--- config.mk ---
export PLATFORM = sky130hd
export DESIGN_NAME = sfbm_norm
export DESIGN_NICKNAME = d
export VERILOG_FILES = /design/src/sv/sfbm_pkg.sv /design/src/sv/sfbm_norm.sv
export SDC_FILE = /design/constraint.sdc
export NUM_CORES = 2
export LEC_CHECK = 0
export BUFFER_PORTS_ARGS = -buffer_cell sky130_fd_sc_hd__buf_4
export CORE_UTILIZATION = 58
export CTS_CLUSTER_DIAMETER = 40
export CTS_CLUSTER_SIZE = 28
export DETAILED_ROUTE_END_ITERATION = 12
export PLACE_DENSITY = 0.83
export SETUP_SLACK_MARGIN = 0.5
export SYNTH_ARGS = -nofsm -noshare
export SYNTH_HDL_FRONTEND = slang
export SYNTH_SLANG_ARGS = --single-unit
--- constraint.sdc ---
create_clock -name aclk -period 7.9 [get_ports aclk]
set_input_delay 0.395 -clock aclk [delete_from_list [all_inputs] [get_ports aclk]]
set_output_delay 0.395 -clock aclk [all_outputs]
set_load 0.01 [all_outputs]
--- src/sv/sfbm_pkg.sv ---
// Shared constants for the simplex fBm noise core.
// Used by sfbm_simplex, sfbm_norm and simplex_noise_fbm_core; depends on nothing.
`default_nettype none
package sfbm_pkg;
    localparam int FREQ_W      = 24;   // base frequency, unsigned Q0.24
    localparam int CNT_W       = 4;    // octave count register
    localparam int CFG_W       = 24;   // widest register
    localparam int COORD_W     = 32;   // point fields, signed Q16.16
    localparam int OUT_W       = 16;   // result, signed Q1.15
    localparam int P_W         = 56;   // point times frequency
    localparam int LAT_W       = 48;   // lattice arithmetic, modulo 2^48
    localparam int TERM_W      = 40;   // one octave term, Q.30
    localparam int ACC_W       = 44;   // octave sum
    localparam int DEF_MAX_OCT = 8;
    localparam int SIMPLEX_LAT = 10;   // register stages in one octave unit
    localparam int NORM_LAT    = 19;   // register stages in the normaliser

    localparam logic [14:0] F2Q      = 15'd23988;
    localparam logic [13:0] G2Q      = 14'd13849;
    localparam logic [31:0] HASH_MX  = 32'd374761393;
    localparam logic [31:0] HASH_MY  = 32'd668265263;
    localparam logic [31:0] HASH_MIX = 32'd1274126177;
    localparam logic [7:0]  KSCALE   = 8'd70;

    localparam logic CFG_BASE_FREQ = 1'b0;
    localparam logic CFG_OCT_COUNT = 1'b1;
endpackage
`default_nettype wire

--- src/sv/sfbm_norm.sv ---
// Normaliser: octave sum times 2^(k-1) over (2^k-1)*2^15, one quotient bit a stage.
// Uses widths from sfbm_pkg; instantiated by simplex_noise_fbm_core.
`default_nettype none
module sfbm_norm (
    input  wire logic                                 aclk,
    input  wire logic                                 en,
    input  wire logic signed [sfbm_pkg::ACC_W-1:0]    acc,
    input  wire logic [sfbm_pkg::CNT_W-1:0]           k,
    output logic signed [sfbm_pkg::OUT_W-1:0]         result
);
    localparam int NW = 60;
    localparam int QB = 17;

    logic [NW-1:0] rem_reg [QB+1];
    logic [30:0]   den_reg [QB+1];
    logic [QB-1:0] q_reg   [QB+1];
    logic          neg_reg [QB+1], sat_reg [QB+1], zero_reg [QB+1];
    logic signed [sfbm_pkg::OUT_W-1:0] result_reg;

    logic [NW-1:0] mag, num;
    logic [30:0]   den;
    assign mag = acc[sfbm_pkg::ACC_W-1] ? NW'(-acc) : NW'(acc);
    assign num = (k == '0) ? '0 : mag << (k - 4'd1);
    assign den = 31'(((32'd1 << k) - 32'd1) << 15);

    always_ff @(posedge aclk) begin
        if (en) begin
            rem_reg[0]  <= num;
            den_reg[0]  <= den;
            q_reg[0]    <= '0;
            neg_reg[0]  <= acc[sfbm_pkg::ACC_W-1];
            zero_reg[0] <= (k == '0);
            sat_reg[0]  <= num >= (NW'(den) << QB);
            for (int i = 1; i <= QB; i++) begin
                den_reg[i]  <= den_reg[i-1];
                neg_reg[i]  <= neg_reg[i-1];
                zero_reg[i] <= zero_reg[i-1];
                sat_reg[i]  <= sat_reg[i-1];
                if (rem_reg[i-1] >= (NW'(den_reg[i-1]) << (QB - i))) begin
                    rem_reg[i] <= rem_reg[i-1] - (NW'(den_reg[i-1]) << (QB - i));
                    q_reg[i]   <= q_reg[i-1] | (QB'(1) << (QB - i));
                end else begin
                    rem_reg[i] <= rem_reg[i-1];
                    q_reg[i]   <= q_reg[i-1];
                end
            end
            if (zero_reg[QB]) begin
                result_reg <= '0;
            end else if (neg_reg[QB]) begin
                result_reg <= (sat_reg[QB] || q_reg[QB] > 17'd32768) ? -16'sd32768
                              : 16'(-$signed({1'b0, q_reg[QB]}));
            end else begin
                result_reg <= (sat_reg[QB] || q_reg[QB] > 17'd32767) ? 16'sd32767
                              : 16'(q_reg[QB]);
            end
        end
    end

    assign result = result_reg;
endmodule
`default_nettype wire

## Word level (Yosys, flattened, before mapping)

Memories as Yosys holds them, arrays and structs flattened.
Index checks and enable logic that the tools add are counted.

- Add/sub/neg operators: 21
- Order comparisons: 20
- Shift-type cells: 2
- Mux-type cells: 143
- Bitwise logic cells: 34
- Reductions and logical operators: 3

Operators with widths:

| operator | count |
|---|---|
| two-way mux 60 bit | 19 |
| two-way mux 17 bit | 17 |
| two-way mux 1 bit | 104 |
| >= comparator 60 x 31 -> 1 bit | 1 |
| >= comparator 60 x 32 -> 1 bit | 1 |
| >= comparator 60 x 33 -> 1 bit | 1 |
| >= comparator 60 x 34 -> 1 bit | 1 |
| >= comparator 60 x 35 -> 1 bit | 1 |
| >= comparator 60 x 36 -> 1 bit | 1 |
| >= comparator 60 x 37 -> 1 bit | 1 |
| >= comparator 60 x 38 -> 1 bit | 1 |
| >= comparator 60 x 39 -> 1 bit | 1 |
| >= comparator 60 x 40 -> 1 bit | 1 |
| >= comparator 60 x 41 -> 1 bit | 1 |
| >= comparator 60 x 42 -> 1 bit | 1 |
| >= comparator 60 x 43 -> 1 bit | 1 |
| >= comparator 60 x 44 -> 1 bit | 1 |
| >= comparator 60 x 45 -> 1 bit | 1 |
| >= comparator 60 x 46 -> 1 bit | 1 |
| >= comparator 60 x 47 -> 1 bit | 1 |
| >= comparator 60 x 48 -> 1 bit | 1 |
| negator 44 -> 60 bit | 1 |
| left shift 60 x 4 -> 60 bit | 1 |
| subtractor 60 x 31 -> 60 bit | 1 |
| other kinds (26) | 62 |

- Bits in registers: 16
- Bits in writable memories: 1998
- Input port bits: 50
- Word-level logic and storage cells: 230
- Memories kept: 6

Memories:

| memory | words | bits a word | read ports | clocked after Yosys merged registers in | wr ports | RTL line | source |
|---|---|---|---|---|---|---|---|
| rem_reg | 18 | 60 | 17 | 0 | 18 | sfbm_norm.sv:14 | `logic [NW-1:0] rem_reg [QB+1];` |
| den_reg | 18 | 31 | 17 | 0 | 18 | sfbm_norm.sv:15 | `logic [30:0] den_reg [QB+1];` |
| q_reg | 18 | 17 | 18 | 0 | 18 | sfbm_norm.sv:16 | `logic [QB-1:0] q_reg [QB+1];` |
| neg_reg | 18 | 1 | 18 | 0 | 18 | sfbm_norm.sv:17 | `logic neg_reg [QB+1], sat_reg [QB+1], zero_reg [QB+1];` |
| sat_reg | 18 | 1 | 18 | 0 | 18 | sfbm_norm.sv:17 |  |
| zero_reg | 18 | 1 | 18 | 0 | 18 | sfbm_norm.sv:17 |  |

## Depth between registers and ports, before layout

An unclocked memory read counts as a cell.

- Depth after elaboration: 6
- Mapped depth: 32
- Mapped depth without buffers: 25

## Least setup slack after synthesis

Ideal clock, no wire load.

- Kind: input -> register
- Start: in k[0] (netlist name)
- End: mem sat_reg[0], data pin
- Data arrival time: 7282 ps
- Data required time: 7731 ps
- Setup slack: 449 ps
- Cell stages on the path: 32
- Buffers on the path: 13
- Cell sequence: buf_1 > inv_1 > clkbuf_1 > buf_1 > clkbuf_1 > buf_1 > clkbuf_1 > ha_1 > clkbuf_1 > clkbuf_1 > buf_1 > buf_1 > buf_1 > buf_1 > clkbuf_1 > o21ai_0 > o21ai_0 > nand2_1 > o21ai_0 > nor2_1 > a21oi_1 > nor2_1 > ha_1 > nand4_1 > nor4_1 > o21ai_0 > nor4_1 > nand3_1 > nor4_1 > o2111ai_1 > or4_1 > o31ai_1

RTL lines:

| what | RTL line | source |
|---|---|---|
| start, declared | sfbm_norm.sv:8 | `input wire logic [sfbm_pkg::CNT_W-1:0] k,` |
| end, declared | sfbm_norm.sv:17 |  |

==> metrics.md <==
| Metric | Value |
|---|---|
| Top-area cell type share of the netlist area | 60.5% |
| Drt pass-1 iters | 9 |
| Total GRT Usage | 24.6% |
| Tmin final | 6250 ps |
| Die Footprint | 131000 um2 |
| Max-slew violation count | 0 |
| Detailed Route Iter0 Violations | 3619 |
| Cell Area, Synth | 75200 um2 |
| Die span in x | 362 um |
| Final Wtd Congestion | 0.941 |
| Total Wirelength | 162000 um |
| Startpoint types | input port |
| Clock transition at the registers of the reported paths | 70 ps |
| # clock sinks | 1515 |
| Sw Pwr | 7.94 mW |
| Crit. End Element | register |
| Data arrival time of the critical path | 6860 ps |
| Largest net degree at the start of global routing | 196 |
| R2R Path Start | rem_reg[8][44]$_DFFE_PP_ |
| Critical-path top delay cell | a2111oi_0 |
| Largest area contributor in the netlist | edfxtp_1 |
| P_int | 18.0 mW |
| Seq pwr share | 43.8% |
| Top cells by area, synth | edfxtp_1, ha_1, xor2_1, xnor2_1, nand2_1 |
| Core area | 128000 um2 |
| Flops & latches, synth | 1515 |
| First-pass GRT wire length | 254000 um |
| Sw frac | 30.7% |
| Place WS | 1020 ps |
| # H-tree levels | 4 |
| Worst reg2reg path endpoint | rem_reg[9][58]$_DFFE_PP_ |
| Syn Inst Count | 6240 |
| Cell area power density | 310 nW/um2 |
| WL/cell | 19.7 um |
| Max Cap Viol | 0 |
| Clock power frac | 32.0% |
| Via count | 48700 |
| Fmax | 160 MHz |
| # hold bufs at CTS | 0 |
| Most used cell along the critical path | nor4_1 |
| Clock Latency Late Sink | 800 ps |
| Post-detail-place hpwl | 117000 um |
| Commonest non-fill, non-tap cell in the layout | edfxtp_1 |
| Number of hold violations in the final report | 0 |
| CP Max Fanout | 13 |
| Clock skew | 37.7 ps |
| Hold Path End | sat_reg[5]$_DFFE_PP_ |
| Max FFs per register | 1020 |
| Top FF cell, synth | edfxtp_1 |
| Commonest cells after routing, fill and taps aside | edfxtp_1, nand2_1, inv_1 |
| Max_slew headroom | 9.76% |
| Maximum VDD drop | 0.000221 V |
| Fin Setup TNS | 0 ps |
| Comb power frac | 24.3% |
| Row count | 131 |
| CP max stage delay | 960 ps |
| Layout cells sized above 1 | 8.18% |
| Sequential share of the synthesized area | 60.5% |
| Outcome | complete, no violations |
| Leakage | 30.6 nW |
| Starting Density | 58.7% |
| CP Class | in2reg |
| Worst EP required | 8510 ps |
| Syn nets | 6603 |
| Syn Area/Cell | 12.0 um2 |
| Hold Path Stages | 1 |
| Avg Vias per Cell | 5.95 |
| CP startpoint | acc[0] |
| Die Y | 362 um |
| HP Class | in2reg |
| Share of the core filled with cells | 65.3% |
| Nets | 6675 |
| # setup viols final | 0 |
| CTS Root Cell | clkbuf_16 |
| Tcrit/Tclk final | 79.1% |
| CTS Buf Count | 169 |
| Met2 Track Usage GR | 47.0% |
| Async SR Flop Fraction | 0% |
| Vias in the first global route | 49400 |
| # port buffers | 65 |
| Cell Chain, Critical Path | buf_4 -> inv_1 -> ha_1 -> nor4b_2 -> nand3_1 -> buf_4 -> nor3_1 -> nor3_1 -> a2111oi_0 -> mux2_2 -> nor2_1 -> a21oi_1 -> nand2_1 -> a21oi_1 -> ha_1 -> nand4_1 -> nor4_1 -> o21ai_0 -> nor4_1 -> nand3_1 -> nor4_1 -> o2111ai_1 -> or4_1 -> o31ai_1 |
| Least-Margin Pin Slew | 1340 ps |
| Final setup margin | 1650 ps |
| Grt met1 use | 23.7% |
| Remaining antenna violation count after routing | 0 |
| Grt peak-use layer | met2 |
| P&R area growth vs syn | 11.2% |
| Hold Path Origin | en |
| GR Util met3 | 3.59% |
| RSZ-0062 raised after global routing | no |
| Number of flops mapped to enable cells by yosys | 1515 |
| CTS resizes | 0 |
| Initial antenna violation count | 2 |
| Number of synthesis warnings | 0 |
| Maximum buffer depth of the clock tree | 3 |
| GRT overflow | 0 |
| Setup bufs post-CTS | 0 |
| Reg2reg path depth | 12 |
| Min Hold Slack | 111 ps |
| DRC viols | 0 |
| CTS tree | yes |
| Count of cell types in the netlist | 96 |
| Filler Cell Count | 8751 |
| R2R Setup Slk | 2830 ps |
| # IOs | 66 |
## cell type report
| type | count | area [um2] | share of cell area (%) |
|---|---|---|---|
| Antenna cell | 2 | 5.00 | 0.00598 |
| Clock buffer | 181 | 4400 | 5.26 |
| Clock inverter | 133 | 1700 | 2.04 |
| Inverter | 423 | 1590 | 1.90 |
| Multi-Input combinational cell | 4093 | 27400 | 32.7 |
| Sequential cell | 1515 | 45500 | 54.4 |
| Tap cell | 1729 | 2160 | 2.59 |
| Timing Repair Buffer | 110 | 908 | 1.09 |
## cells by family after synthesis
group,after synthesis,synth area share (%)
other,1,0.00499
adder cells (fa/ha/maj),313,5.37
buffers and inverters,632,3.22
multiplexers,85,1.33
AND/OR/NAND/NOR,2040,14.0
flip-flops,1515,60.5
AO/OA/AOI/OAI,1127,9.39
XOR/XNOR,527,6.14
## cells in the mapped netlist (47+ instances only)
cell type  instances
nand4_1           91
clkbuf_1         174
xor2_1           294
nor2_1           409
or3_1             99
nand2_1          487
nor4_1           199
nor3_1           203
inv_1            420
o21ai_0          339
mux2i_1           47
edfxtp_1        1515
nand2b_1         104
a21o_1            90
a21oi_1          304
or4_1             58
ha_1             297
xnor2_1          233
nand3_1          113
nor2b_1           68
## worst max-delay path by stage
| stage | to | cells after the start |
|---|---|---|
| 2_1_floorplan | sat_reg[0]$_DFFE_PP_ | 32 |
| 3_3_place_gp | sat_reg[0]$_DFFE_PP_ | 24 |
| 3_5_place_dp | sat_reg[0]$_DFFE_PP_ | 24 |
| 4_1_cts | sat_reg[0]$_DFFE_PP_ | 24 |
| 5_1_grt | sat_reg[0]$_DFFE_PP_ | 23 |
| 6_report | sat_reg[0]$_DFFE_PP_ | 24 |
## routing by layer
metal | share of wire [%] | vias up | wire, um
li1 | - | 23500 | -
met1 | 35 | 23300 | 55800
met2 | 54 | 1447 | 87200
met3 | 3.8 | 501 | 6220
met4 | 7.7 | 2 | 12400
met5 | 0.0080 | - | 13
## stage by stage
stage / cell area (um2) / instances / total power, mW
after floorplan: 75200 / 6240 / 15.9
after global placement: 77500 / 7870 / 17.3
after detailed placement: 77500 / 7870 / 17.6
after CTS: 83600 / 8184 / 25.9
after global routing: 83600 / 8185 / 27.1
final: 83600 / 8186 / 25.9
## power by group through the flow
stage	Combinational, mW	Clock (mW)	Sequential [mW]
6_report	6.29	8.28	11.3
5_1_grt	6.95	8.73	11.4
4_1_cts	6.23	8.40	11.3
3_3_place_gp	5.90	0	11.4
2_1_floorplan	4.77	0	11.2
3_5_place_dp	6.16	0	11.5
## worst max-delay path, delay by kind of cell
family	cells	cell delay, ps
compound gates	6	2030
fa+ha+maj	2	500
buf+inv	3	480
mux	1	370
simple gates	12	3080
Note: power is estimated with default switching activity, not from simulation.
